File: config.mk
export PLATFORM = sky130hd
export DESIGN_NAME = lfr_cell
export DESIGN_NICKNAME = d
export VERILOG_FILES = /design/src/rtl/lfr_pkg.sv /design/src/rtl/lfr_cell.sv
export SDC_FILE = /design/constraint.sdc
export NUM_CORES = 1
export LEC_CHECK = 0
export BUFFER_PORTS_ARGS = -buffer_cell sky130_fd_sc_hd__buf_4
export CORE_MARGIN = 2
export CORE_UTILIZATION = 45
export DETAILED_ROUTE_END_ITERATION = 16
export PLACE_DENSITY = 0.85
export SYNTH_ARGS = -nofsm -noshare
export SYNTH_HDL_FRONTEND = slang
export SYNTH_SLANG_ARGS = --single-unit
File: constraint.sdc
create_clock -name clk -period 0.8 [get_ports clk]
set_input_delay 0.08 -clock clk [delete_from_list [all_inputs] [get_ports clk]]
set_output_delay 0.08 -clock clk [all_outputs]
set_load 0.01 [all_outputs]
File: src/rtl/lfr_pkg.sv
package lfr_pkg;

    localparam int WORD_W = 64;
    localparam int LAG_W  = 6;
    localparam int INT_W  = 31;
    localparam int FRAC_W = 52;
    localparam int LCG_W  = 45;

    // LCG multiplier split at bit 23 for the partial products
    localparam int LO_W = 23;
    localparam int HI_W = LCG_W - LO_W;

    localparam int LAG_VALUES = 1 << LAG_W;
    localparam int LAG_RESET  = 31;

    localparam int INT_LSB  = 15;
    localparam int FRAC_LSB = WORD_W - FRAC_W;

    localparam logic [34:0]      LCG_MUL    = 35'd25214903917;
    localparam logic [LO_W-1:0]  LCG_MUL_LO = LCG_MUL[LO_W-1:0];
    localparam logic [11:0]      LCG_MUL_HI = LCG_MUL[34:LO_W];
    localparam logic [LCG_W-1:0] LCG_ADD    = 45'd11;

    localparam logic OP_SEED = 1'b0;
    localparam logic OP_NEXT = 1'b1;

    typedef enum logic [3:0] {
        ST_IDLE = 4'b0001,
        ST_MUL  = 4'b0010,
        ST_ADD  = 4'b0100,
        ST_ROT  = 4'b1000
    } lfr_state_t;

    typedef struct packed {
        logic load;
        logic mul_en;
        logic add_en;
    } lcg_ctrl_t;

endpackage

File: src/rtl/lfr_cell.sv
module lfr_cell
    import lfr_pkg::*;
(
    input  logic              clk,
    input  logic              rst_n,
    input  logic              shift,
    input  logic [WORD_W-1:0] d,
    output logic [WORD_W-1:0] q
);

    logic [WORD_W-1:0] word_reg;
    logic [WORD_W-1:0] word_next;

    assign word_next = shift ? d : word_reg;

    // ring entries reset to zero
    always_ff @(posedge clk or negedge rst_n)
    begin
        if (!rst_n)
        begin
            word_reg <= '0;
        end
        else
        begin
            word_reg <= word_next;
        end
    end

    assign q = word_reg;

endmodule

==> results.py <==
metrics = {
    "synthesis": {
        "synth_top_area_share_pct": 59.8,
        "ys_seq_elements": 64,
        "yosysTopAreaCell": "dfrtp_1",
        "synth.distinct_cells": 5,
        "syn_inst": 135,
        "synth_area_um2": 2680,
        "ys.flop_type": "dfrtp_1",
        "netlist_top_cells_area": "dfrtp_1 (60%), mux2_4 (34%), buf_12 (4.5%), mux2_2 (1.7%), buf_6 (0.42%)",
        "synth_common_cells": "dfrtp_1 (64), mux2_4 (60), buf_12 (6), mux2_2 (4), buf_6 (1)",
        "synth_warnings": 0,
        "synth_most_common_cell": "dfrtp_1",
        "ys_seq_area_share_pct": 59.8,
        "synth_edf_count": 0,
        "syn-num-nets": 202,
        "postSynthAreaPerCell_um2": 19.8,
        "async_flop_share_pct": 100,
    },
    "critical_path": {
        "crit_type": "register to register",
        "critical_path_arrival_ns": 1.20,
        "worstSetupEndpointType": "register",
        "crit_required_ns": 1.01,
        "critPathMaxFanout": 2,
        "critPathLaunchType": "register",
    },
    "sta": {
        "finalHoldViolCount": 0,
        "setup_viol": 115,
        "worst_slew_pin_slew_ns": 0.325,
        "min_period_ns": 0.988,
        "fmax_mhz": 1010,
        "finalSetupTns_ns": -14.45,
        "finalClockSkew_ns": 0,
        "fin_crit_sh_pct": 123,
        "final_max_slew_viol_count": 0,
        "postLayoutSetupSlackWorst_ns": -0.188,
        "relSlewSlack_pct": 78.4,
        "hold_slack_ns": 0.198,
        "grt_setup_unrepaired": "yes",
    },
    "routing": {
        "vias": 2265,
        "drt_iter0_markers": 77,
        "drt_drc_violations_left": 0,
        "wirelength_mm": 10.3,
        "dr.pass1.iters": 4,
        "via_per_inst": 4.86,
        "postRouteAntennaNets": 0,
        "drt-wirelength-per-cell_um": 22.0,
    },
    "placement": {
        "gp_congestion": 0.780,
        "place_inst": 342,
        "portBuffers": 130,
        "place_worst_setup_slack_ns": -0.102,
        "dp_hpwl_mm": 4.43,
    },
    "floorplanning": {
        "fp.dieH_um": 81.2,
        "die_w_um": 81.2,
        "rows": 28,
        "core_um2": 5850,
        "die_area_um2": 6590,
        "pin_count": 131,
        "initial_core_util_pct": 45.8,
    },
    "outcome": {
        "violations": "negative setup slack",
        "outcome": "complete, but fails checks",
    },
    "clock_network": {
        "root_buffer": "clkbuf_8",
        "cts-htree-levels": 3,
        "cts_tree": "built",
        "cts.sinks": 64,
        "worstSkewPairLatency_ns": 0.32,
        "clockBufferDepth": 2,
        "clk_pin_slew_worst_paths_ns": 0.08,
        "cts_inserted_buffers": 9,
    },
    "final_layout": {
        "largest_reg_flops": 64,
        "synthToLayoutAreaGrowth_pct": 97.8,
        "drive_above_1_share_pct": 66.7,
        "finalNonFillerCells": 466,
        "fillers": 209,
        "nets": 452,
    },
    "global_route": {
        "grt_pass1_vias": 2404,
        "grt_start_max_net_pins": 22,
        "antenna_found_initial": 0,
        "grt_usage_pct": 28.5,
        "grt_pass1_wl_mm": 13.2,
        "overflow": 0,
    },
    "pwr": {
        "power_uw": 9660,
        "ir_drop_v": 0.00170,
        "power.leakage_uw": 0.00272,
        "powerDensity_nw_per_um2": 1820,
    },
    "hold_path": {
        "hold_path.class": "input pin to async pin",
    },
    "job": {
        "max-cap-violations": 0,
    },
}
[cell type report]
cell class / count / area (um^2) / area share, %
Multi-Input combinational cell: 64 / 950 / 17.9
Tap cell: 75 / 93.8 / 1.77
Sequential cell: 64 / 1600 / 30.2
Antenna cell: 1 / 2.50 / 0.0472
Clock buffer: 14 / 183 / 3.45
Timing Repair Buffer: 246 / 2430 / 45.9
Clock inverter: 2 / 35.0 / 0.661
[cells in the final DEF (no fill, tap or decap)]
master,n
clkbuf_1,1
dlymetal6s4s_1,8
clkbuf_8,13
clkinv_2,1
buf_4,85
bufinv_16,1
diode_2,1
dlygate4sd3_1,57
dfrtp_1,64
mux2_4,61
buf_6,91
buf_12,5
mux2_2,3
[worst max-delay path, cell delays in order (launching register included)]
cell     delay, ns
dfrtp_1       0.44
buf_4         0.16
mux2_4        0.28
[through the flow]
stage               utilization, %  cell area (um^2)
floorplan                        -              2680
global placement              64.1              3750
detailed placement            64.1              3750
CTS                           86.9              5080
global route                  90.5              5300
finish                        90.6              5300
[cell families (layout without fill, tap and decap cells)]
family / Yosys count / count (layout) / synth area share, %
buf+inv: 7 / 262 / 4.90
flops: 64 / 64 / 59.8
mux: 64 / 64 / 35.3
other cells: 0 / 1 / 0
[repair_timing]
action | 4_1_cts | 5_1_grt
endpoints found under the hold margin | 128 | 0
hold buffers | 65 | 0
gates resized for setup | 63 | 37
cloned | 0 | 0
setup endpoints to repair | 64 | 119
setup buffers | 31 | 11
[where the power goes]
part           internal [uW]  switching (uW)
clock                   1780            1270
sequential              3560             325
combinational           1850             870
[metal layers]
metal	up-vias	global-route usage [%]	wire length [um]
met5	-	0	0
met4	0	13.4	454
met3	38	6.78	627
met2	144	53.3	5640
met1	1116	29.9	3540
li1	967	-	-
[final timing paths]
| path | startpoint | endpoint | slack, ns | depth (start not counted) |
|---|---|---|---|---|
| min in group clk | d[54] | q[54]$_DFFE_PN0P_ | 0.20 | 3 |
| setup reg to reg | q[48]$_DFFE_PN0P_ | q[48]$_DFFE_PN0P_ | -0.19 | 2 |
| setup / recovery | q[48]$_DFFE_PN0P_ | q[48]$_DFFE_PN0P_ | -0.19 | 2 |
| max in group asynchronous | rst_n | q[47]$_DFFE_PN0P_ | 0.16 | 3 |
| hold reg to reg | q[28]$_DFFE_PN0P_ | q[28]$_DFFE_PN0P_ | 0.54 | 1 |
| hold / removal | rst_n | q[9]$_DFFE_PN0P_ | 0.20 | 2 |
Power figures use the tool's default switching activity.
