**src/rtl/lfr_pkg.sv**
```systemverilog
package lfr_pkg;

    localparam int WORD_W = 64;
    localparam int LAG_W  = 6;
    localparam int INT_W  = 31;
    localparam int FRAC_W = 52;
    localparam int LCG_W  = 45;

    // LCG multiplier split at bit 23 for the partial products
    localparam int LO_W = 23;
    localparam int HI_W = LCG_W - LO_W;

    localparam int LAG_VALUES = 1 << LAG_W;
    localparam int LAG_RESET  = 31;

    localparam int INT_LSB  = 15;
    localparam int FRAC_LSB = WORD_W - FRAC_W;

    localparam logic [34:0]      LCG_MUL    = 35'd25214903917;
    localparam logic [LO_W-1:0]  LCG_MUL_LO = LCG_MUL[LO_W-1:0];
    localparam logic [11:0]      LCG_MUL_HI = LCG_MUL[34:LO_W];
    localparam logic [LCG_W-1:0] LCG_ADD    = 45'd11;

    localparam logic OP_SEED = 1'b0;
    localparam logic OP_NEXT = 1'b1;

    typedef enum logic [3:0] {
        ST_IDLE = 4'b0001,
        ST_MUL  = 4'b0010,
        ST_ADD  = 4'b0100,
        ST_ROT  = 4'b1000
    } lfr_state_t;

    typedef struct packed {
        logic load;
        logic mul_en;
        logic add_en;
    } lcg_ctrl_t;

endpackage

```
**src/rtl/lfr_lcg.sv**
```systemverilog
module lfr_lcg
    import lfr_pkg::*;
(
    input  logic              clk,
    input  lcg_ctrl_t         ctrl,
    input  logic [WORD_W-1:0] seed,
    output logic [LCG_W-1:0]  s_new
);

    logic [LCG_W-1:0] s_reg;
    logic [LCG_W-1:0] s_next;
    logic [LCG_W-1:0] pll_reg;
    logic [HI_W-1:0]  c1_reg;
    logic [HI_W-1:0]  c2_reg;

    logic [LO_W-1:0]     s_lo;
    logic [HI_W-1:0]     s_hi;
    logic [2*LO_W-1:0]   pll_full;
    logic [34:0]         c1_full;
    logic [LCG_W-1:0]    c2_full;
    logic [HI_W-1:0]     c_sum;

    assign s_lo = s_reg[LO_W-1:0];
    assign s_hi = s_reg[LCG_W-1:LO_W];

    // lo*lo plus both cross terms; hi*hi falls above bit 45
    assign pll_full = {{(LO_W){1'b0}}, s_lo} * {{(LO_W){1'b0}}, LCG_MUL_LO};
    assign c1_full  = {12'b0, s_lo} * {23'b0, LCG_MUL_HI};
    assign c2_full  = {{(LO_W){1'b0}}, s_hi} * {{(HI_W){1'b0}}, LCG_MUL_LO};

    assign c_sum = c1_reg + c2_reg;
    assign s_new = pll_reg + {c_sum, {(LO_W){1'b0}}} + LCG_ADD;

    always_comb
    begin
        s_next = s_reg;
        if (ctrl.load)
        begin
            s_next = seed[LCG_W-1:0];
        end
        else if (ctrl.add_en)
        begin
            s_next = s_new;
        end
    end

    always_ff @(posedge clk)
    begin
        s_reg <= s_next;
        if (ctrl.mul_en)
        begin
            pll_reg <= pll_full[LCG_W-1:0];
            c1_reg  <= c1_full[HI_W-1:0];
            c2_reg  <= c2_full[HI_W-1:0];
        end
    end

endmodule
```
**config.mk**
```make
export PLATFORM = sky130hd
export DESIGN_NAME = lfr_lcg
export DESIGN_NICKNAME = d
export VERILOG_FILES = /design/src/rtl/lfr_pkg.sv /design/src/rtl/lfr_lcg.sv
export SDC_FILE = /design/constraint.sdc
export NUM_CORES = 1
export LEC_CHECK = 0
export ABC_CLOCK_PERIOD_IN_PS = 17650
export BUFFER_PORTS_ARGS = -buffer_cell sky130_fd_sc_hd__clkbuf_2
export CAP_MARGIN = 15
export CORE_MARGIN = 1.5
export CORE_UTILIZATION = 40
export CTS_CLUSTER_SIZE = 40
export DETAILED_ROUTE_END_ITERATION = 7
export PLACE_DENSITY_LB_ADDON = 0.12
export SETUP_SLACK_MARGIN = 0.5
export SLEW_MARGIN = 20
export SYNTH_ARGS = -nofsm -noshare
export SYNTH_HDL_FRONTEND = slang
export SYNTH_SLANG_ARGS = --single-unit
```
**constraint.sdc**
```tcl
create_clock -name clk -period 17.65 [get_ports clk]
set_input_delay 1.765 -clock clk [delete_from_list [all_inputs] [get_ports clk]]
set_output_delay 1.765 -clock clk [all_outputs]
set_load 0.05 [all_outputs]
```
==> impl_metrics.csv, run 1 <==
group,metric,value,unit
setup_path,critical_path_required,17830,ps
drt,vias,16120,
clock_tree,cts_resized,0,
yosys,ys.flop_type,"edfxtp_1",
clock_tree,path_clk_slew,60,ps
yosys,seq_area_frac_synth,16.15,%
clock_tree,post-cts-setup-buffer-count,0,
layout,final_area,26450,sq um
timing,holdWs,764.7,ps
yosys,avgSynthCellArea,10.55,sq um
drt,viasPerCell,5.014,
timing,fmax,125.3,MHz
drt,drt_wl_total,64.43,mm
floorplan,fp.coreArea,60250,sq um
floorplan,start_util,40.42,%
yosys,synthCells,2308,
setup_path,rr_endpoint,"pll_reg[44]",
layout,fillers,5768,
floorplan,rows,90,
layout,diodes,0,
setup_path,worstPathArrival,8160,ps
timing,fin_skew,11.17,ps
timing,finalCriticalPeriod,7981,ps
floorplan,ioPinCount,113,
timing,drv_slew,0,
yosys,synth.net_count,3167,
timing,setup_viol,0,
global_routing,antenna_found_initial,0,
setup_path,critical_path_peak_fanout,8,
placed_design,dp_hpwl,56.28,mm
yosys,synth_edf_count,131,
layout,drive_gt1_share,8.549,%
yosys,synthArstFlopShare,0,%
setup_path,r2r_cells,20,
setup_path,reg2reg_slack,9670,ps
drt,drt-initial-drc-count,849,
clock_tree,cts_buffers,17,
timing,worst_pin_slew,910.3,ps
layout,layout_common_cells,"639 x inv_1, 403 x ha_1, 388 x fa_1",
timing,hold_violations,0,
clock_tree,htree_levels,4,
layout,fin_util,43.91,%
floorplan,die_width,249.7,um
global_routing,grt_pass1_wl,101.2,mm
hold_path,hold_path.class,"reg -> reg",
job,cap_violations,0,
floorplan,die-area,62370,sq um
layout,syn_to_final_growth,8.621,%
timing,finalSetupTns,0,ps
yosys,ys_warn_count,0,
layout,multi_input_area,18000,sq um
drt,drc,0,
clock_tree,clk_latency,460,ps
global_routing,grt_pass1_vias,17300,
floorplan,chipHeight,249.7,um
timing,grt_setup_unrepaired,"false",
clock_tree,cts_tree,"yes",
global_routing,grt_overflow,0,
status,status,"finished, final reports clean",
clock_tree,cts_hold_repair.buffers,0,
hold_path,hold_start,"s_reg[0]",
layout,final_common_cell,"inv_1",
drt,antenna_left,0,
placed_design,io_buffers,93,
setup_path,worst_setup_path_end_kind,"flop",
setup_path,rr_startpoint,"s_reg[2]",
layout,fin_nets,3279,
timing,slew_headroom,39.11,%
placed_design,gp_congestion,0.9226,
drt,wl_per_cell,20.04,um
global_routing,grt_max_degree,55,
setup_path,crit_end,"pll_reg[44]",
setup_path,worstSetupPathType,"reg -> reg",
yosys,synth_cell_type_count,79,
setup_path,crit_path_start_kind,"flop",
global_routing,grt_usage,21.75,%
layout,seqCellArea,3934,sq um
clock_tree,clkSinkCount,131,
placed_design,dpl_cell_area,25820,sq um
yosys,synth_seq_cells,131,
drt,dr.pass1.iters,5,
timing,period_share,45.22,%
clock_tree,clockBufferDepth,2,
setup_path,crit_start,"s_reg[2]",
clock_tree,clock-root-buffer,"clkbuf_16",
yosys,syn-cell-area,24350,sq um
[metrics by stage]
step / setup slack, ps / std cells
finish: 9669 / 3215
global route: 9319 / 3215
CTS: 9723 / 3215
detailed placement: 9761 / 3183
global placement: 9793 / 3183
floorplan: 11230 / 2308
[synthesized netlist by cell type (all sizes together) (4+ instances only)]
library cell | n | area, sq um
nand2 | 52 | 200.2
mux2 | 40 | 450.4
xor2 | 33 | 289.0
o21bai | 15 | 112.6
a211o | 4 | 35.03
nand2b | 10 | 62.56
clkbuf | 5 | 18.77
a21boi | 6 | 48.80
a311oi | 4 | 41.29
o31ai | 11 | 87.58
nand3 | 28 | 152.7
a31o | 7 | 70.07
o21a | 16 | 120.1
a21oi | 88 | 455.4
and3 | 14 | 87.58
and2 | 8 | 50.05
a221oi | 7 | 80.07
edfxtp | 131 | 3934
inv | 639 | 2399
nand4 | 10 | 68.81
o21ai | 40 | 203.9
o311ai | 4 | 60.07
nor2b | 7 | 46.30
nor2 | 61 | 229.0
nor3 | 27 | 145.1
o211ai | 8 | 60.06
a211oi | 16 | 135.1
ha | 403 | 5042
xnor2 | 129 | 1130
a21o | 40 | 300.3
and4 | 4 | 40.04
nor3b | 5 | 37.54
or3 | 14 | 87.58
fa | 388 | 7767
[per-layer routing]
metal  share of wire [%]  vias up  GRT usage (%)
li1                    -     7676              -
met1                  48     8089          31.00
met2                  45      315          33.98
met3                 5.0       41          4.391
met4                 1.7        0          4.983
met5                   0        -              0
[logic make-up after synthesis]
kind of cell,after synthesis,share of synthesized area [%]
xor+xnor,162,5.826
compound gates,288,8.318
fa+ha+maj,791,52.60
buf+inv,645,9.941
flops,131,16.15
simple gates,250,5.271
mux,41,1.891
[critical path, stage by stage (launching register included)]
cell and delay, ps:
edfxtp_1 660, ha_1 610, xor2_1 760, ha_1 380, fa_1 480, fa_1 520
fa_1 430, fa_1 490, inv_1 50, fa_1 470, inv_1 40, ha_1 320
a21oi_1 350, o211ai_1 170, or3_1 330, o21ai_1 400, a31oi_1 270, a221oi_2 480
o21ai_2 180, mux2i_1 180, nand4_1 130
[final cells by class]
class | instances | area share (%)
clock buffers | 17 | 1.608
clock inverters | 15 | 0.7757
inverters | 639 | 9.067
repair buffers | 99 | 1.939
flip-flops and latches | 131 | 14.87
well taps | 782 | 3.699
multi-input cells | 1532 | 68.04
[worst min path at each step]
stage | endpoint | depth (start not counted)
after floorplan | c2_reg[0] | 0
after global placement | pll_reg[0] | 1
after detailed placement | pll_reg[0] | 1
after CTS | pll_reg[0] | 1
after global routing | pll_reg[0] | 1
final | pll_reg[0] | 1
Power of run 1 is left out: the tool's default activity adds up to more than one toggle a clock period on the data nets, which glitch-free logic cannot reach.
==> run 2, diff against run 1 <==
ABC_CLOCK_PERIOD_IN_PS = 6700   (was 17650)
clock period = 6.7 ns   (was 17.65 ns; I/O delays follow)
==> impl_metrics.csv, run 2 (synthesis gave the netlist of run 1 again) <==
group,metric,value,unit
setup_path,r2r_cells,23,
timing,drv_slew,0,
hold_path,min_to,"s_reg[3]",
floorplan,die-area,62370,sq um
clock_tree,clk_latency,470,ps
timing,slew_headroom,36.69,%
timing,fin_skew,16.75,ps
job,cap_violations,0,
clock_tree,clock-root-buffer,"clkbuf_16",
setup_path,rr_startpoint,"s_reg[8]",
layout,layout_common_cells,"606 x inv_1, 373 x fa_1, 362 x ha_1",
clock_tree,cts_hold_repair.buffers,0,
status,status,"finished, final reports clean",
clock_tree,clockBufferDepth,2,
layout,fin_nets,3520,
timing,grt_setup_unrepaired,"true",
placed_design,io_buffers,93,
layout,final_common_cell,"inv_1",
setup_path,worstPathCellList,"buf_6 -> ha_4 -> inv_6 -> fa_2 -> fa_1 -> inv_2 -> fa_2 -> fa_1 -> fa_1 -> inv_1 -> fa_1 -> inv_2 -> ha_4 -> a211oi_2 -> o211ai_1 -> or3_1 -> o21ai_2 -> buf_6 -> a31oi_4 -> a221oi_4 -> o21ai_4 -> mux2i_1 -> nand4_1",
drt,drt-initial-drc-count,824,
drt,drc,0,
timing,fmax,153.9,MHz
drt,dr.pass1.iters,6,
drt,antenna_left,0,
setup_path,critical_path_required,6880,ps
hold_path,hold_start,"seed[3]",
placed_design,dp_hpwl,60.33,mm
global_routing,grt_max_degree,55,
timing,setup_viol,0,
floorplan,chipHeight,249.7,um
setup_path,critical_path_peak_fanout,4,
clock_tree,cts_tree,"yes",
floorplan,ioPinCount,113,
layout,diodes,0,
layout,drive_gt1_share,21.91,%
setup_path,worst_setup_path_end_kind,"flop",
setup_path,reg2reg_slack,200,ps
floorplan,rows,90,
clock_tree,cts_buffers,17,
layout,fin_util,48.41,%
floorplan,die_width,249.7,um
setup_path,rr_endpoint,"pll_reg[44]",
layout,syn_to_final_growth,19.76,%
setup_path,cpMostUsedCell,"fa_1",
drt,vias,17050,
global_routing,grt_usage,23.04,%
global_routing,antenna_found_initial,0,
clock_tree,htree_levels,4,
global_routing,grt_pass1_wl,106.6,mm
clock_tree,clkSinkCount,131,
timing,hold_violations,0,
floorplan,start_util,40.42,%
setup_path,crit_path_start_kind,"flop",
setup_path,worstPathArrival,6670,ps
drt,viasPerCell,4.934,
setup_path,worstSetupPathType,"reg -> reg",
global_routing,grt_pass1_vias,18250,
floorplan,fp.coreArea,60250,sq um
drt,drt_wl_total,69.02,mm
setup_path,slowest_stage,"edfxtp_1",
hold_path,hold_depth,2,
timing,worst_pin_slew,946.1,ps
hold_path,hold_path.class,"in -> reg",
timing,finalCriticalPeriod,6496,ps
global_routing,grt_overflow,0,
placed_design,gp_congestion,0.9459,
layout,fillers,5636,
setup_path,cpPeakStageDelay,530,ps
timing,period_share,96.96,%
clock_tree,path_clk_slew,70,ps
drt,wl_per_cell,19.97,um
-- run 2: worst max-delay path, delay by kind of cell, from the launching register on --
kind	cells	cell delay, ps
multiplexers	1	150
buffers and inverters	6	550
AND/OR/NAND/NOR	2	560
flip-flops	1	530
adder cells (fa/ha/maj)	8	3320
AO/OA/AOI/OAI	6	1100
-- run 2: how the worst max path moves through the flow --
stage | start | endpoint | slack, ps | cells after the start
after floorplan | s_reg[11] | pll_reg[43] | 430 | 21
after global placement | s_reg[14] | pll_reg[44] | 3 | 22
after detailed placement | s_reg[14] | pll_reg[44] | -5 | 22
after CTS | s_reg[8] | pll_reg[44] | 140 | 23
after global routing | s_reg[15] | pll_reg[44] | 20 | 23
final | s_reg[8] | pll_reg[44] | 200 | 23
-- run 2: layer usage --
layer | vias up | global-route usage (%) | share of wire (%)
met5 | - | 0 | 0
met1 | 8569 | 32.29 | 47
met2 | 289 | 36.78 | 46
met4 | 0 | 5.540 | 2.0
met3 | 53 | 4.328 | 5.1
li1 | 8141 | - | -
-- run 2: cell type report --
| cell class | instances | area, sq um | share of cell area [%] |
|---|---|---|---|
| Inverter | 639 | 2421 | 8.301 |
| Sequential cell | 131 | 3934 | 13.49 |
| Tap cell | 782 | 978.4 | 3.355 |
| Multi-Input combinational cell | 1532 | 18820 | 64.53 |
| Clock buffer | 17 | 425.4 | 1.459 |
| Timing Repair Buffer | 340 | 2412 | 8.271 |
| Clock inverter | 15 | 173.9 | 0.5963 |
-- run 2: timing repair --
action                                  4_1_cts  5_1_grt
pin swaps                                    71       86
hold endpoints to repair                      0        0
resized for setup                            75       94
endpoints found under the setup margin       23       32
buffers inserted                             44       45
gates cloned                                  0        0
-- run 2: stage by stage --
step	setup TNS [ps]	setup slack [ps]	hold WS (ps)	instance area (sq um)	instances
floorplan	0	433.3	567.5	24550	2308
global placement	0	3.347	556.9	27160	3335
detailed placement	-4.882	-4.882	602.9	27160	3335
CTS	0	138.1	483.1	28420	3411
global route	0	19.13	496.9	29170	3456
finish	0	203.7	512.4	29170	3456
Power of run 2 is left out for the same reason.
==> run 3, diff against run 2 <==
BUFFER_PORTS_ARGS = not set   (was -buffer_cell sky130_fd_sc_hd__clkbuf_2)
DONT_BUFFER_PORTS = 1   (was not set)
==> impl_metrics.csv, run 3 (synthesis gave the netlist of run 1 again) <==
group,metric,value,unit
timing,finalCriticalPeriod,6556,ps
global_routing,met3_usage,4.245,%
setup_path,worstPathArrival,6760,ps
placed_design,io_buffers,0,
layout,layout_common_cells,"611 x inv_1, 372 x fa_1, 368 x ha_1",
drt,drt_wl_total,68.22,mm
setup_path,reg2reg_slack,140,ps
global_routing,grt_pass1_vias,18470,
global_routing,grt_pass1_wl,106.4,mm
floorplan,die-area,62370,sq um
drt,antenna_left,0,
setup_path,slowest_stage,"fa_1",
timing,slew_headroom,20.77,%
layout,finalNonFillerCells,3389,
timing,grt_setup_unrepaired,"true",
timing,fmax,152.5,MHz
global_routing,met1_usage,32.04,%
clock_tree,clkSinkCount,131,
layout,seqCellArea,3934,sq um
floorplan,start_util,40.42,%
drt,viasPerCell,4.971,
placed_design,placedCellCount,3278,
clock_tree,cts_hold_repair.buffers,0,
setup_path,crit_family,"adder cells",
setup_path,cpPeakStageDelay,560,ps
floorplan,ioPinCount,113,
job,cap_violations,0,
clock_tree,htree_levels,4,
status,status,"finished, final reports clean",
placed_design,place_ws,-68.78,ps
placed_design,gp_congestion,0.9237,
setup_path,crit_path_start_kind,"flop",
timing,setup_slack,144.0,ps
drt,wl_per_cell,20.13,um
drt,dr.pass1.iters,5,
timing,setup_viol,0,
setup_path,critical_path_peak_fanout,4,
floorplan,die_width,249.7,um
layout,multi_input_area,18800,sq um
drt,vias,16850,
setup_path,worstSetupPathType,"reg -> reg",
setup_path,worst_setup_path_end_kind,"flop",
setup_path,critPathBufInv,5,
layout,diodes,0,
clock_tree,clk_latency,480,ps
global_routing,grt_max_degree,87,
layout,final_common_cell,"inv_1",
setup_path,critical_path_required,6910,ps
layout,fin_nets,3453,
timing,fin_skew,25.03,ps
clock_tree,cts_tree,"yes",
floorplan,rows,90,
global_routing,grt_overflow,0,
drt,drt-initial-drc-count,917,
clock_tree,clockBufferDepth,2,
timing,worst_pin_slew,1180,ps
drt,drc,0,
global_routing,grt_usage,22.96,%
floorplan,chipHeight,249.7,um
floorplan,fp.coreArea,60250,sq um
layout,drive_gt1_share,19.45,%
hold_path,hold_path.class,"in -> reg",
layout,fillers,5723,
setup_path,cpMostUsedCell,"fa_1",
global_routing,antenna_found_initial,1,
layout,syn_to_final_growth,18.57,%
timing,period_share,97.85,%
clock_tree,cts_buffers,17,
global_routing,grt_util_met2,36.61,%
clock_tree,path_clk_slew,70,ps
placed_design,dp_hpwl,59.79,mm
setup_path,worstPathCellList,"buf_6 -> ha_4 -> inv_1 -> fa_1 -> fa_1 -> inv_1 -> fa_1 -> fa_1 -> fa_1 -> inv_1 -> fa_1 -> inv_1 -> ha_4 -> nand4_1 -> nor4b_2 -> nor2_1 -> o311ai_4 -> a221oi_4 -> a21oi_4 -> a31o_4 -> a311oi_2 -> xnor2_1",
timing,hold_violations,0,
clock_tree,clock-root-buffer,"clkbuf_16",
global_routing,grt_busiest_layer,"met2",
timing,drv_slew,0,
-- run 3: changes by cell type in the layout (fill, tap and decap cells not counted), sizes merged --
cell / before / now
bufinv: 2 / 3
clkinvlp: 4 / 6
clkinv: 5 / 4
buf: 249 / 273
clkbuf: 108 / 20
inv: 643 / 638
-- run 3: cell type report --
cell class / count / share of cell area [%]
multi-input cells: 1532 / 65.12
inverters: 639 / 8.389
well taps: 782 / 3.389
clock buffers: 20 / 1.512
repair buffers: 273 / 7.427
flip-flops and latches: 131 / 13.62
clock inverters: 12 / 0.5416
-- run 3: routing by layer --
metal / vias up / part of all wire, %
met5: - / 0.019
li1: 8014 / -
met3: 62 / 4.6
met1: 8505 / 47
met4: 2 / 2.2
met2: 263 / 46
-- run 3: worst register-to-register path: cells and delay by family (launching register included) --
family,cells,cell delay (ps)
and+or+nand+nor,3,460
AOI/OAI and AO/OA,5,1230
adders and majority gates,8,3560
DFF,1,500
buffers and inverters,5,460
xor gates and xnor gates,1,100
-- run 3: what timing repair did --
item | in CTS | in global routing
buffers inserted | 52 | 27
resized for setup | 89 | 63
pin swaps | 46 | 65
hold endpoints to repair | 0 | 0
endpoints found under the setup margin | 25 | 28
-- run 3: metrics by stage --
step	hold slack, ps	util (%)	setup TNS (ps)	instance area [sq um]
finish	300.8	47.93	0	28880
global route	265.3	47.93	0	28880
CTS	258.6	47.14	0	28400
detailed placement	762.7	44.82	-92.52	27000
global placement	770.0	44.78	0	26980
floorplan	567.5	-	0	24550
-- run 3: worst paths after layout --
path | start | to | cells past startpoint
setup reg to reg | s_reg[9] | pll_reg[43] | 22
setup / recovery | s_reg[9] | pll_reg[43] | 22
hold / removal | ctrl[1] | pll_reg[20] | 0
hold reg to reg | s_reg[1] | pll_reg[1] | 1
Power of run 3 is left out for the same reason.
